`src/mcgt_pkg.sv`:
```
// shared types and codes for the multicast group member table
package mcgt_pkg;

  localparam int MAC_W  = 48;
  localparam int TIME_W = 32;
  localparam int MCNT_W = 7;   // holds a member count up to 127

  localparam logic [1:0] FN_INSERT = 2'd0;
  localparam logic [1:0] FN_DELETE = 2'd1;
  localparam logic [1:0] FN_LOOKUP = 2'd2;
  localparam logic [1:0] FN_CLEAR  = 2'd3;

  localparam logic [2:0] STS_OK        = 3'd0;
  localparam logic [2:0] STS_FULL      = 3'd1;
  localparam logic [2:0] STS_NO_GROUP  = 3'd2;
  localparam logic [2:0] STS_NO_MEMBER = 3'd3;
  localparam logic [2:0] STS_LIST_FULL = 3'd4;

  typedef enum logic [1:0] {
    S_IDLE,
    S_START,
    S_SCAN,
    S_EXEC
  } state_t;

  typedef struct packed {
    logic [1:0]        func;
    logic [MAC_W-1:0]  grp;
    logic [MAC_W-1:0]  mem;
    logic              has;
    logic [TIME_W-1:0] now;
    logic [TIME_W-1:0] limit;
  } op_t;

  // token walking down the row of slots
  typedef struct packed {
    logic act;
    logic m;   // a match was already claimed upstream
    logic v;   // a vacancy was already claimed upstream
  } tok_t;

  typedef struct packed {
    logic go;
    logic clear;
    logic refresh;
    logic add;
    logic del_member;
    logic drop;
    logic init;
  } cmd_t;

  typedef struct packed {
    logic              hit;
    logic              full;
    logic [MCNT_W-1:0] cnt;
    logic              occ;
  } rep_t;

endpackage

```
`src/mcgt_cell.sv`:
```
// one group slot with its member list
module mcgt_cell #(
  parameter int MEMBERS = 16
) (
  input  logic           clk,
  input  logic           rst_n,
  input  mcgt_pkg::op_t  op,
  input  logic           start,
  input  mcgt_pkg::cmd_t cmd,
  input  mcgt_pkg::tok_t tok_in,
  output mcgt_pkg::tok_t tok_out,
  output mcgt_pkg::rep_t rep,
  output logic           sel_o,
  output logic           vac_o
);
  import mcgt_pkg::*;

  logic                v_r, v_nxt;
  logic                sel_r, sel_nxt;
  logic                vac_r, vac_nxt;
  logic [MEMBERS-1:0]  mv_r, mv_nxt;
  tok_t                tok_r, tok_nxt;
  logic [MAC_W-1:0]    grp_r;
  logic [TIME_W-1:0]   seen_r;
  logic [MAC_W-1:0]    mm_r [MEMBERS];

  logic                match, vacant, mhit, mfull;
  logic [TIME_W-1:0]   age;
  logic [MEMBERS-1:0]  hitv, ffree, mm_we, mv_init;
  logic                do_add, do_init, do_refresh;

  always_comb begin
    match  = v_r && (grp_r == op.grp);
    age    = op.now - seen_r;
    vacant = !v_r || (age > op.limit);
    for (int j = 0; j < MEMBERS; j++) begin
      hitv[j] = mv_r[j] && (mm_r[j] == op.mem);
    end
    mhit  = |hitv;
    mfull = &mv_r;
    // lowest empty member entry
    ffree = ~mv_r & (mv_r + 1'b1);
    mv_init    = '0;
    mv_init[0] = op.has;
    do_add     = cmd.go && sel_r && cmd.add;
    do_init    = cmd.go && vac_r && cmd.init;
    do_refresh = cmd.go && sel_r && cmd.refresh;
    mm_we = do_add ? ffree : '0;
    if (do_init) begin
      mm_we[0] = 1'b1;
    end
  end

  always_comb begin
    v_nxt   = v_r;
    mv_nxt  = mv_r;
    sel_nxt = sel_r;
    vac_nxt = vac_r;
    if (start) begin
      sel_nxt = 1'b0;
      vac_nxt = 1'b0;
    end
    if (tok_in.act) begin
      if (match && !tok_in.m) sel_nxt = 1'b1;
      if (vacant && !tok_in.v) vac_nxt = 1'b1;
    end
    tok_nxt.act = tok_in.act;
    tok_nxt.m   = tok_in.m | match;
    tok_nxt.v   = tok_in.v | vacant;
    if (cmd.go) begin
      if (cmd.clear) begin
        v_nxt  = 1'b0;
        mv_nxt = '0;
      end
      if (sel_r) begin
        if (cmd.add) mv_nxt = mv_r | ffree;
        if (cmd.del_member) mv_nxt = mv_r & ~hitv;
        if (cmd.drop) begin
          v_nxt  = 1'b0;
          mv_nxt = '0;
        end
      end
      if (do_init) begin
        v_nxt  = 1'b1;
        mv_nxt = mv_init;
      end
    end
  end

  always_ff @(posedge clk) begin
    if (!rst_n) begin
      v_r   <= 1'b0;
      mv_r  <= '0;
      sel_r <= 1'b0;
      vac_r <= 1'b0;
      tok_r <= '0;
    end else begin
      v_r   <= v_nxt;
      mv_r  <= mv_nxt;
      sel_r <= sel_nxt;
      vac_r <= vac_nxt;
      tok_r <= tok_nxt;
    end
  end

  always_ff @(posedge clk) begin
    if (do_init) begin
      grp_r  <= op.grp;
      seen_r <= op.now;
    end else if (do_refresh) begin
      seen_r <= op.now;
    end
    for (int j = 0; j < MEMBERS; j++) begin
      if (mm_we[j]) mm_r[j] <= op.mem;
    end
  end

  assign tok_out  = tok_r;
  assign rep.hit  = sel_r & mhit;
  assign rep.full = sel_r & mfull;
  assign rep.cnt  = sel_r ? MCNT_W'($countones(mv_r)) : '0;
  assign rep.occ  = vac_r & v_r;
  assign sel_o    = sel_r;
  assign vac_o    = vac_r;

endmodule

```
`config.mk`:
```
export PLATFORM = sky130hd
export DESIGN_NAME = mcgt_cell
export DESIGN_NICKNAME = d
export VERILOG_FILES = /design/src/mcgt_pkg.sv /design/src/mcgt_cell.sv
export SDC_FILE = /design/constraint.sdc
export NUM_CORES = 1
export LEC_CHECK = 0
export BUFFER_PORTS_ARGS = -buffer_cell sky130_fd_sc_hd__buf_2
export CAP_MARGIN = 20
export CORE_MARGIN = 1.5
export CORE_UTILIZATION = 35
export DETAILED_ROUTE_END_ITERATION = 10
export PLACE_DENSITY_LB_ADDON = 0.05
export SLEW_MARGIN = 20
export SYNTH_ARGS = -nofsm -noshare
export SYNTH_HDL_FRONTEND = slang
export SYNTH_SLANG_ARGS = --single-unit
```
`constraint.sdc`:
```
create_clock -name clk -period 19.5 [get_ports clk]
set_input_delay 1.95 -clock clk [delete_from_list [all_inputs] [get_ports clk]]
set_output_delay 1.95 -clock clk [all_outputs]
set_load 0.02 [all_outputs]
```
==> results.md <==
* Filler Cell Count at about 10000
* Slew Limit Fails at 0
* Gr usage total at 0.1947
* Register area at 0.02590 mm²
* Die width at between 300 and 400 µm
* Fmax at around 0.13 GHz
* Die Ht at 337.4 µm
* # nets final at around 3200
* Synth Flop Type: edfxtp_1
* CTS Buf Count at slightly above 100
* IO Port Bufs at 186
* Antenna violations before repair at 9
* Post-synthesis instance total at about 2700
* Root Driver: clkbuf_16
* WS Path Type: in -> out
* Post-CTS setup buffer count at 0
* Avg Inst Size Synth at around 15 µm²
* Final setup fails at 0
* Post-route insts no fill at roughly 4500
* Gr ovfl total at 0
* Initial core utilization at 0.3531
* Slowest stage delay, CP at around 1 ns
* Crit path cell chain: buf_2, buf_4, xor2_1, nor4_1, nand4_1, nor3_1, a22o_1, a221oi_1, nand3_1, o21a_1, buf_2
* Fraction of final layout cells sized beyond drive strength 1 at 0.1434
* Layout area overhead at 16.06%
* Post-cts repair resize count at 0
* Min cycle time layout at between 7 and 8 ns
* Critical path fanouts, max at 22
* Synth cell types at 57
* Multi-input logic area at 0.01247 mm²
* Fin crit share at 0.3802
* EDFF count, synth at around 850
* Data arrival, critical path at approximately 5.5 ns
* Worst-case clock buffer depth at 3
* Critical path endpoint category: output pin
* Post-DRT Antenna Nets at 0
* Residual DRC at 0
* Number of global-route vias before repair at 22460
* Fin Setup TNS at 0 ns
* Starting DRT DRC Count at between 1500 and 2000
* Clk_skew at about 0.017 ns
* Routed WL at between 100 and 150 mm
* First-pass GRT wire length at roughly 160 mm
* Rows at between 100 and 150
* Cell Area, Synth at between 0.03 and 0.04 mm²
* Power Density at between 90 and 100 mW/mm²
* Core Box Area at between 0.1 and 0.15 mm²
* Post-cts hold buffer count at 0
* Static Leak at about 16 nW
* Vias per cell at approximately 4.9
* I/O pins at between 150 and 200
* Worst VDD drop at roughly 0.064 mV
* Htree depth at 3
* DIE AREA at roughly 0.11 mm²
* Clk pin slew, worst setup/hold paths at about 0.060 ns
* Max_cap viols at 0
* Placed Instances at 4319
* Critical Path Start Type: input pin
* Hold Path Class: reg -> reg
* Clk_lat worst skew at about 0.68 ns
* Gp weighted congestion at 0.8375
* Unrepaired setup endpoints after global routing: false
* Critical Path RT at 17.55 ns
* Async SR Flop Fraction at 0
* Largest net degree at the start of global routing at between 50 and 60
* CTS tree: done
* Final Hold Viols at 0
* Status: finished, final reports clean
* Sink Count at 870
* Yosys reg bits at 870
* Synth Warn # at 0
* DR pass1 iterations at 5
* Routed vias at 22280
* Worst-Margin Slew at between 1 and 1.5 ns
* Routed wire per std cell at 24.48 µm
* Critical-path top delay cell: nor3_1
* Max_slew headroom at 0.2047
* Crit-path most repeated cell: buf_2
* Post-synthesis sequential area ratio at 0.6619
* HPWL Detailed at roughly 66 mm
-- cell usage after synthesis (all sizes together) (5+ instances only) --
| master | count | share of area |
|---|---|---|
| buf | 51 | 0.0066 |
| inv | 109 | 0.010 |
| and2 | 6 | 0.00096 |
| nor4 | 207 | 0.033 |
| nor3b | 7 | 0.0013 |
| a22oi | 12 | 0.0023 |
| nand2 | 52 | 0.0050 |
| xor2 | 797 | 0.18 |
| fa | 11 | 0.0056 |
| a21oi | 68 | 0.0087 |
| o21bai | 5 | 0.00096 |
| o21a | 6 | 0.0012 |
| nand2b | 6 | 0.00096 |
| xnor2 | 41 | 0.0092 |
| o21ai | 47 | 0.0060 |
| nand3 | 18 | 0.0023 |
| ha | 71 | 0.023 |
| nand4 | 63 | 0.010 |
| nor2 | 56 | 0.0054 |
| nor2b | 8 | 0.0013 |
| a211oi | 6 | 0.0012 |
| a21o | 22 | 0.0042 |
| dfxtp | 22 | 0.011 |
| nor3 | 32 | 0.0041 |
| clkbuf | 56 | 0.0054 |
| edfxtp | 848 | 0.65 |
-- power breakdown --
group / total, mW / internal, mW / switching [mW]
Combinational: 0.286 / 0.0909 / 0.195
Sequential: 2.06 / 2.06 / 0.00205
Clock: 1.85 / 1.09 / 0.757
-- metrics by stage --
stage	util	area (µm²)	power, mW	hold slack (ns)	setup WS (ns)
global route	0.4098	45420	4.341	0.6153	11.96
detailed placement	0.3805	42160	2.389	0.5783	12.06
floorplan	-	39140	2.251	0.4489	11.46
global placement	0.3801	42120	2.383	0.5641	12.09
CTS	0.4097	45410	4.255	0.5887	12.05
finish	0.4099	45420	4.195	0.5868	12.09
-- logic make-up after synthesis --
group / count (synthesis) / synth area share
AOI/OAI and AO/OA: 198 / 0.03207
and+or+nand+nor: 471 / 0.06762
other: 1 / 0.00009582
adders and majority gates: 82 / 0.02833
xor gates and xnor gates: 838 / 0.1875
DFF: 870 / 0.6619
buffers and inverters: 216 / 0.02244
-- flip-flops by register name, indices dropped and copies added, names as in the netlist --
register,cells
grp_r,48
tok_out,3
mv_r,16
vac_o,1
mm_r,768
seen_r,32
sel_o,1
v_r,1
-- worst paths after layout --
kind | from | endpoint | slack (ns) | cells past startpoint
min reg2reg | mv_r[6] | mv_r[6] | 0.59 | 2
max | op[101] | rep[9] | 12.09 | 11
max reg2reg | seen_r[0] | tok_out[0] | 14.34 | 22
min | mv_r[6] | mv_r[6] | 0.59 | 2
-- placed cells by master (no fill, tap or decap), drive strengths merged, types with 5 or more instances in the layout --
| cell | instances |
|---|---|
| nand4 | 63 |
| xor2 | 797 |
| a211oi | 6 |
| clkinv | 43 |
| nor3b | 7 |
| nor3 | 32 |
| o21bai | 5 |
| a21o | 22 |
| nor4 | 207 |
| o21a | 6 |
| o21ai | 47 |
| nor2b | 8 |
| nand3 | 18 |
| nor2 | 56 |
| buf | 262 |
| ha | 71 |
| clkbuf | 135 |
| a21oi | 68 |
| and2 | 6 |
| xnor2 | 41 |
| bufinv | 6 |
| fa | 11 |
| a22oi | 12 |
| nand2b | 6 |
| nand2 | 52 |
| dfxtp | 22 |
| inv | 110 |
| edfxtp | 848 |
-- worst max-delay path, delay by kind of cell --
| kind | cells | cell delay (ns) |
|---|---|---|
| simple gates | 4 | 1.68 |
| buf+inv | 3 | 1.19 |
| compound gates | 3 | 0.48 |
| xor+xnor | 1 | 0.12 |
-- area by class of cell --
class,count,share of cell area
antenna,2,0.0001102
clock buffer,135,0.06237
clock inverter,52,0.009063
inverter,109,0.009035
multi-input combinational,1591,0.2744
sequential,870,0.5703
tap,1488,0.04099
timing repair buffer,262,0.03366
-- per-layer routing --
layer | global-route usage | wire [µm] | vias up | part of all wire
met5 | 0 | 0 | - | 0
met4 | 0.05954 | 3199 | 0 | 0.029
met3 | 0.02782 | 4250 | 161 | 0.038
met2 | 0.3107 | 50880 | 465 | 0.46
met1 | 0.2746 | 52070 | 11380 | 0.47
li1 | - | - | 10280 | -
Note: power is estimated with default switching activity, not from simulation.
