==> src/mcgt_pkg.sv <==
// shared types and codes for the multicast group member table
package mcgt_pkg;

  localparam int MAC_W  = 48;
  localparam int TIME_W = 32;
  localparam int MCNT_W = 7;   // holds a member count up to 127

  localparam logic [1:0] FN_INSERT = 2'd0;
  localparam logic [1:0] FN_DELETE = 2'd1;
  localparam logic [1:0] FN_LOOKUP = 2'd2;
  localparam logic [1:0] FN_CLEAR  = 2'd3;

  localparam logic [2:0] STS_OK        = 3'd0;
  localparam logic [2:0] STS_FULL      = 3'd1;
  localparam logic [2:0] STS_NO_GROUP  = 3'd2;
  localparam logic [2:0] STS_NO_MEMBER = 3'd3;
  localparam logic [2:0] STS_LIST_FULL = 3'd4;

  typedef enum logic [1:0] {
    S_IDLE,
    S_START,
    S_SCAN,
    S_EXEC
  } state_t;

  typedef struct packed {
    logic [1:0]        func;
    logic [MAC_W-1:0]  grp;
    logic [MAC_W-1:0]  mem;
    logic              has;
    logic [TIME_W-1:0] now;
    logic [TIME_W-1:0] limit;
  } op_t;

  // token walking down the row of slots
  typedef struct packed {
    logic act;
    logic m;   // a match was already claimed upstream
    logic v;   // a vacancy was already claimed upstream
  } tok_t;

  typedef struct packed {
    logic go;
    logic clear;
    logic refresh;
    logic add;
    logic del_member;
    logic drop;
    logic init;
  } cmd_t;

  typedef struct packed {
    logic              hit;
    logic              full;
    logic [MCNT_W-1:0] cnt;
    logic              occ;
  } rep_t;

endpackage

==> src/mcgt_in_if.sv <==
// input item channel
interface mcgt_in_if;
  import mcgt_pkg::*;
  logic              valid;
  logic              ready;
  logic [1:0]        func;
  logic [MAC_W-1:0]  group_addr;
  logic [MAC_W-1:0]  member_addr;
  logic              has_member;
  logic [TIME_W-1:0] now_time;
  modport source(output valid, func, group_addr, member_addr, has_member, now_time,
                 input ready);
  modport sink(input valid, func, group_addr, member_addr, has_member, now_time,
               output ready);
endinterface

==> src/mcgt_out_if.sv <==
// result item channel
interface mcgt_out_if;
  logic       valid;
  logic       ready;
  logic [2:0] status;
  logic       found;
  logic [4:0] member_count;
  logic [5:0] group_count;
  modport source(output valid, status, found, member_count, group_count, input ready);
  modport sink(input valid, status, found, member_count, group_count, output ready);
endinterface

==> src/mcgt_cfg_if.sv <==
// configuration write channel
interface mcgt_cfg_if;
  import mcgt_pkg::*;
  logic              valid;
  logic              ready;
  logic [TIME_W-1:0] data;
  modport source(output valid, data, input ready);
  modport sink(input valid, data, output ready);
endinterface

==> src/mcgt_ctrl.sv <==
// sequencer: latches an item, runs the slot scan, applies the command, holds the result
module mcgt_ctrl #(
  parameter int GROUP_SLOTS = 32
) (
  input  logic            clk,
  input  logic            rst_n,
  mcgt_in_if.sink         in_ch,
  mcgt_out_if.source      out_ch,
  mcgt_cfg_if.sink        cfg_ch,
  output mcgt_pkg::op_t   op,
  output logic            start,
  input  mcgt_pkg::tok_t  tok_last,
  input  mcgt_pkg::rep_t  rep,
  output mcgt_pkg::cmd_t  cmd
);
  import mcgt_pkg::*;

  localparam int GC_W = $clog2(GROUP_SLOTS + 1);

  state_t             state_r, state_nxt;
  op_t                op_r;
  logic [TIME_W-1:0]  limit_r;
  logic [GC_W-1:0]    gcnt_r, gcnt_nxt;
  logic               found_r, vac_r, found_nxt, vac_nxt;
  logic               out_valid_r, out_valid_nxt;
  logic [2:0]         out_st_r;
  logic               out_found_r;
  logic [4:0]         out_mc_r;
  logic [5:0]         out_gc_r;

  logic               accept, full;
  logic [2:0]         st;
  logic [MCNT_W-1:0]  mc, after;

  assign accept       = in_ch.valid && in_ch.ready;
  assign in_ch.ready  = (state_r == S_IDLE);
  assign cfg_ch.ready = 1'b1;
  assign start        = (state_r == S_START);
  assign full         = gcnt_r >= GC_W'(GROUP_SLOTS);
  assign after        = rep.cnt - MCNT_W'(rep.hit);

  always_comb begin
    op       = op_r;
    op.limit = limit_r;
  end

  always_comb begin
    state_nxt = state_r;
    found_nxt = found_r;
    vac_nxt   = vac_r;
    cmd       = '0;
    st        = STS_OK;
    mc        = '0;
    gcnt_nxt  = gcnt_r;
    cmd.go    = (state_r == S_EXEC) && (!out_valid_r || out_ch.ready);
    case (op_r.func)
      FN_INSERT: begin
        if (full) begin
          st = STS_FULL;
          mc = rep.cnt;
        end else if (found_r) begin
          cmd.refresh = 1'b1;
          mc = rep.cnt;
          if (!op_r.has) begin
            st = STS_NO_MEMBER;
          end else if (rep.hit) begin
            st = STS_OK;
          end else if (rep.full) begin
            st = STS_LIST_FULL;
          end else begin
            cmd.add = 1'b1;
            mc = rep.cnt + 1'b1;
          end
        end else if (vac_r) begin
          cmd.init = 1'b1;
          mc = MCNT_W'(op_r.has);
          // reclaiming an aged slot leaves the count as it was
          if (!rep.occ) gcnt_nxt = gcnt_r + 1'b1;
        end else begin
          st = STS_FULL;
        end
      end
      FN_DELETE: begin
        if (!found_r) begin
          st = STS_NO_GROUP;
        end else if (!op_r.has || after == '0) begin
          cmd.drop = 1'b1;
          gcnt_nxt = gcnt_r - 1'b1;
        end else if (rep.hit) begin
          cmd.del_member = 1'b1;
          mc = after;
        end else begin
          st = STS_NO_MEMBER;
          mc = rep.cnt;
        end
      end
      FN_LOOKUP: begin
        if (found_r) begin
          cmd.refresh = 1'b1;
          mc = rep.cnt;
        end else begin
          st = STS_NO_GROUP;
        end
      end
      default: begin
        cmd.clear = 1'b1;
        gcnt_nxt  = '0;
      end
    endcase
    if (!cmd.go) gcnt_nxt = gcnt_r;

    case (state_r)
      S_IDLE:  if (accept) state_nxt = S_START;
      S_START: state_nxt = S_SCAN;
      S_SCAN: begin
        if (tok_last.act) begin
          found_nxt = tok_last.m;
          vac_nxt   = tok_last.v;
          state_nxt = S_EXEC;
        end
      end
      S_EXEC:  if (cmd.go) state_nxt = S_IDLE;
      default: state_nxt = S_IDLE;
    endcase

    out_valid_nxt = out_valid_r;
    if (cmd.go) begin
      out_valid_nxt = 1'b1;
    end else if (out_ch.ready) begin
      out_valid_nxt = 1'b0;
    end
  end

  always_ff @(posedge clk) begin
    if (!rst_n) begin
      state_r     <= S_IDLE;
      gcnt_r      <= '0;
      found_r     <= 1'b0;
      vac_r       <= 1'b0;
      out_valid_r <= 1'b0;
      limit_r     <= TIME_W'(30000);
    end else begin
      state_r     <= state_nxt;
      gcnt_r      <= gcnt_nxt;
      found_r     <= found_nxt;
      vac_r       <= vac_nxt;
      out_valid_r <= out_valid_nxt;
      if (cfg_ch.valid) limit_r <= cfg_ch.data;
    end
  end

  always_ff @(posedge clk) begin
    if (accept) begin
      op_r.func  <= in_ch.func;
      op_r.grp   <= in_ch.group_addr;
      op_r.mem   <= in_ch.member_addr;
      op_r.has   <= in_ch.has_member;
      op_r.now   <= in_ch.now_time;
      op_r.limit <= '0;
    end
    if (cmd.go) begin
      out_st_r    <= st;
      out_found_r <= found_r;
      out_mc_r    <= mc[4:0];
      out_gc_r    <= 6'(gcnt_nxt);
    end
  end

  assign out_ch.valid        = out_valid_r;
  assign out_ch.status       = out_st_r;
  assign out_ch.found        = out_found_r;
  assign out_ch.member_count = out_mc_r;
  assign out_ch.group_count  = out_gc_r;

endmodule

==> src/flat_wrapper.sv <==
// flat-port wrapper written by rule: the top's interface ports become plain ports
module mcgt_ctrl_flat import mcgt_pkg::*;
#(
  parameter int GROUP_SLOTS = 32
)
  (clk, rst_n, op, start, tok_last, rep, cmd, in_ch_valid, in_ch_func, in_ch_group_addr, in_ch_member_addr, in_ch_has_member, in_ch_now_time, in_ch_ready, out_ch_valid, out_ch_status, out_ch_found, out_ch_member_count, out_ch_group_count, out_ch_ready, cfg_ch_valid, cfg_ch_data, cfg_ch_ready);
  mcgt_in_if in_ch_i ();
  mcgt_out_if out_ch_i ();
  mcgt_cfg_if cfg_ch_i ();
  input  logic clk;
  input  logic rst_n;
  output mcgt_pkg::op_t op;
  output logic start;
  input  mcgt_pkg::tok_t tok_last;
  input  mcgt_pkg::rep_t rep;
  output mcgt_pkg::cmd_t cmd;
  input wire logic [$bits(in_ch_i.valid)-1:0] in_ch_valid;
  input wire logic [$bits(in_ch_i.func)-1:0] in_ch_func;
  input wire logic [$bits(in_ch_i.group_addr)-1:0] in_ch_group_addr;
  input wire logic [$bits(in_ch_i.member_addr)-1:0] in_ch_member_addr;
  input wire logic [$bits(in_ch_i.has_member)-1:0] in_ch_has_member;
  input wire logic [$bits(in_ch_i.now_time)-1:0] in_ch_now_time;
  output wire logic [$bits(in_ch_i.ready)-1:0] in_ch_ready;
  output wire logic [$bits(out_ch_i.valid)-1:0] out_ch_valid;
  output wire logic [$bits(out_ch_i.status)-1:0] out_ch_status;
  output wire logic [$bits(out_ch_i.found)-1:0] out_ch_found;
  output wire logic [$bits(out_ch_i.member_count)-1:0] out_ch_member_count;
  output wire logic [$bits(out_ch_i.group_count)-1:0] out_ch_group_count;
  input wire logic [$bits(out_ch_i.ready)-1:0] out_ch_ready;
  input wire logic [$bits(cfg_ch_i.valid)-1:0] cfg_ch_valid;
  input wire logic [$bits(cfg_ch_i.data)-1:0] cfg_ch_data;
  output wire logic [$bits(cfg_ch_i.ready)-1:0] cfg_ch_ready;
  assign in_ch_i.valid = in_ch_valid;
  assign in_ch_i.func = in_ch_func;
  assign in_ch_i.group_addr = in_ch_group_addr;
  assign in_ch_i.member_addr = in_ch_member_addr;
  assign in_ch_i.has_member = in_ch_has_member;
  assign in_ch_i.now_time = in_ch_now_time;
  assign in_ch_ready = in_ch_i.ready;
  assign out_ch_valid = out_ch_i.valid;
  assign out_ch_status = out_ch_i.status;
  assign out_ch_found = out_ch_i.found;
  assign out_ch_member_count = out_ch_i.member_count;
  assign out_ch_group_count = out_ch_i.group_count;
  assign out_ch_i.ready = out_ch_ready;
  assign cfg_ch_i.valid = cfg_ch_valid;
  assign cfg_ch_i.data = cfg_ch_data;
  assign cfg_ch_ready = cfg_ch_i.ready;
  mcgt_ctrl #(.GROUP_SLOTS(GROUP_SLOTS)) u_core (.clk(clk), .rst_n(rst_n), .in_ch(in_ch_i), .out_ch(out_ch_i), .cfg_ch(cfg_ch_i), .op(op), .start(start), .tok_last(tok_last), .rep(rep), .cmd(cmd));
endmodule
==> config.mk <==
export PLATFORM = sky130hd
export DESIGN_NAME = mcgt_ctrl_flat
export DESIGN_NICKNAME = d
export VERILOG_FILES = /design/src/mcgt_pkg.sv /design/src/mcgt_in_if.sv /design/src/mcgt_out_if.sv /design/src/mcgt_cfg_if.sv /design/src/mcgt_ctrl.sv /design/src/flat_wrapper.sv
export SDC_FILE = /design/constraint.sdc
export NUM_CORES = 1
export LEC_CHECK = 0
export ABC_AREA = 1
export BUFFER_PORTS_ARGS = -buffer_cell sky130_fd_sc_hd__buf_2
export CORE_AREA = 2 2 143 145
export DETAILED_ROUTE_END_ITERATION = 8
export DIE_AREA = 0 0 145 147
export PLACE_DENSITY = 0.62
export SLEW_MARGIN = 10
export SYNTH_ARGS = -nofsm -noshare
export SYNTH_HDL_FRONTEND = slang
export SYNTH_SLANG_ARGS = --single-unit
==> constraint.sdc <==
create_clock -name clk -period 9.4 [get_ports clk]
set_input_delay 1.41 -clock clk [delete_from_list [all_inputs] [get_ports clk]]
set_output_delay 1.41 -clock clk [all_outputs]
set_load 0.1 [all_outputs]
==> results.md <==
- Vias/cell: 4.482
- CP cell instances: buf_2, inv_1, ha_1, ha_1, nand2_2, nand2_2, nand2_2, nand3_4, nand2_4, nor2_1, nand2_1, inv_2, buf_2
- CP Capture Type: output port
- Post-synthesis cell area: 6915 um2
- Slowest stage delay, CP: 420 ps
- Main area contributors after synthesis: edfxtp_1 (63%), dfxtp_1 (12%), nand2_1 (4.5%), nor2_1 (4.1%), o21ai_0 (2.4%)
- HPWL after detailed placement: 15120 um
- Final Hold Vio Count: 0
- Setup TNS: 0 ps
- Row cnt: 52
- Outcome: finished, final reports clean
- Required time of the critical path: 7990 ps
- Slew headroom: 0.3427
- Endpoints failing setup: 0
- Largest net degree at the start of global routing: 71
- Vias in the first global route: 5170
- Comb pwr share: 0.436
- Die Span X: 145 um
- Critical path's slowest cell: buf_2
- GR Util met3: 0.06863
- WS Path Type: input port to output port
- Yosys warning total: 0
- Grt met2 use: 0.2962
- Pre-CTS setup slack: 4716 ps
- Final setup margin: 4710 ps
- Drt pass-1 iters: 4
- Fin crit share: 0.4990
- Worst Path Buf+Inv: 4
- Yosys top cell area share: 0.6340
- Main combinational cell family by area after synthesis: simple AND/OR/NAND/NOR gates
- Residual DRC: 0
- Initial DRC Count: 296
- Clock Skew: 11.67 ps
- # hold bufs at CTS: 0
- Critical path's top delay family: buffers and inverters
- Register area share after synthesis: 0.7585
- Cells after synthesis: 539
- Seq pwr share: 0.345
- Maximum fanout along the worst path: 10
- Post-synth net total: 730
- Gr ovfl total: 0
- Min-delay worst type: flop to flop
- CP Launch Type: input port
- Crit path time final: 4690 ps
- Clock root buffer: clkbuf_16
- RSZ-0062 raised after global routing: false
- Clock Latency Late Sink: 430 ps
- Slew @ Worst Pin: 984.9 ps
- Post-synthesis xor/xnor area fraction: 0.003800
- Synth Area per Inst: 12.83 um2
- Area leader, netlist: edfxtp_1
- Pleak: 4.342 nW
- #FFs+latches synth: 189
- Reported max-cap violation count: 0
- GP Congestion: 0.8975
- I/O pins: 370
- Net Switching: 1.704 mW
- Critical Path AT: 3280 ps
- Post-CTS sizing: 0
- Total core area: 19840 um2
- Adder-cell share of the synthesized area: 0.01809
- Fin. max-slew vios: 0
- Busiest grt layer: met2
- Final wirelength: 19500 um
- Vias post-DR: 5356
- Max VDD drop: 170.3 uV
- Compound-cell area share of the yosys netlist: 0.05102
- Antenna-violating nets left: 0
- First-pass GRT wire length: 28770 um
- WL/cell: 16.32 um
- Critical path's most frequent cell: nand2_2
- H-tree depth: 4
- Area growth from synthesis to layout: 39.59%
- P_int: 1.638 mW
- Fmax: 213.2 MHz
- Share of cells above drive strength 1: 0.4567
- Nets: 1102
- Initial core utilization: 0.3485
- Cell variety after synth: 33
- Filler cell count: 1853
- Clk sinks: 189
- Max Root-Sink Buffers: 2
- Switching Fraction: 0.5099
- Clock Power Share: 0.219
- CTS Buf Count: 17
- Most common cell after layout, fill and taps aside: buf_2
- Total Routing Usage GR: 0.1786
- Post-synthesis mux area share: 0
- GR Layer Usage met1: 0.2153
- Simple-gate share of the synthesized area: 0.1333
- Port Buffers: 368
- PwrDens: 346.3 nW/um2
- Die height: 147 um
- Reg clk slew, reported paths: 70 ps
- Antenna violations before repair: 2
- Post-CTS setup buffers: 0
- DIE AREA: 21320 um2
- CTS tree: done
- Most frequent cells in the layout: buf_2 (368), edfxtp_1 (146), nand2_1 (83)
[area by class of cell]
| type | count | area [um2] | share of cell area |
|---|---|---|---|
| flip-flops and latches | 189 | 5245 | 0.5434 |
| repair buffers | 369 | 1849 | 0.1916 |
| multi-input cells | 289 | 1430 | 0.1482 |
| clock buffers | 17 | 425.4 | 0.04407 |
| well taps | 270 | 337.8 | 0.03500 |
| clock inverters | 15 | 191.4 | 0.01983 |
| inverters | 45 | 171.4 | 0.01776 |
| diodes | 1 | 2.502 | 0.0002592 |
[synthesized netlist by cell type (all sizes together)]
| master | instances |
|---|---|
| edfxtp | 146 |
| nand2 | 88 |
| nor2 | 81 |
| inv | 45 |
| dfxtp | 43 |
| o21ai | 35 |
| nand3 | 29 |
| a21oi | 16 |
| clkbuf | 11 |
| ha | 10 |
| nand4 | 7 |
| buf | 5 |
| nor3 | 5 |
| o211ai | 4 |
| o221ai | 4 |
| or2 | 3 |
| xor2 | 3 |
| a32oi | 1 |
| conb | 1 |
| o311ai | 1 |
| o31ai | 1 |
[logic make-up (layout without fill, tap and decap cells)]
| logic type | after synthesis | after routing |
|---|---|---|
| AND/OR/NAND/NOR | 213 | 213 |
| flip-flops | 189 | 189 |
| AO/OA/AOI/OAI | 62 | 62 |
| buffers and inverters | 61 | 446 |
| adder cells (fa/ha/maj) | 10 | 10 |
| XOR/XNOR | 3 | 3 |
| other | 1 | 2 |
[final timing paths]
check	start	depth (start not counted)	slack (ps)	to
worst min register to register	u_core.limit_r[5]	2	450	u_core.limit_r[5]
worst max register to register	u_core.state_r[0]	5	6850	u_core.op[148]
worst min-delay path	u_core.limit_r[5]	2	450	u_core.limit_r[5]
worst max-delay path	rep[1]	13	4710	cmd[2]
[power by group through the flow]
stage          combinational [mW]  sequential (mW)  clock, mW
3_5_place_dp                 1.47             1.17          0
2_1_floorplan               0.206             2.20          0
6_report                     1.46             1.15      0.733
3_3_place_gp                 1.46             1.17          0
5_1_grt                      1.50             1.17      0.785
4_1_cts                      1.47             1.15      0.753
[layer usage]
layer	vias to the layer above	routed length, um
met2	238	9729
met4	2	335
met1	2485	7748
met3	24	1681
li1	2607	-
met5	-	7
[sequential cells by signal (all words and copies together), names as in the netlist, 2 cells and up]
name / cells
u_core.limit_r: 32
u_core.state_r: 2
u_core.gcnt_r: 6
u_core.out_ch.member_count: 5
u_core.out_ch.group_count: 6
u_core.out_ch.status: 3
u_core.op: 131
[tightest hold or removal path: stages (launching register included)]
cell and delay (ps):
dfxtp_1 330, nand2_1 50, nand3_1 50
[stage by stage]
stage	instances	utilization	hold slack (ps)	cell area, um2	power, mW
2_1_floorplan	539	-	445.4	6915	2.405
3_3_place_gp	1162	0.4552	436.8	9034	2.630
3_5_place_dp	1162	0.4552	437.1	9034	2.635
4_1_cts	1194	0.4863	456.3	9651	3.371
5_1_grt	1194	0.4863	479.2	9651	3.453
6_report	1195	0.4864	454.7	9653	3.343
Power figures use the tool's default switching activity.
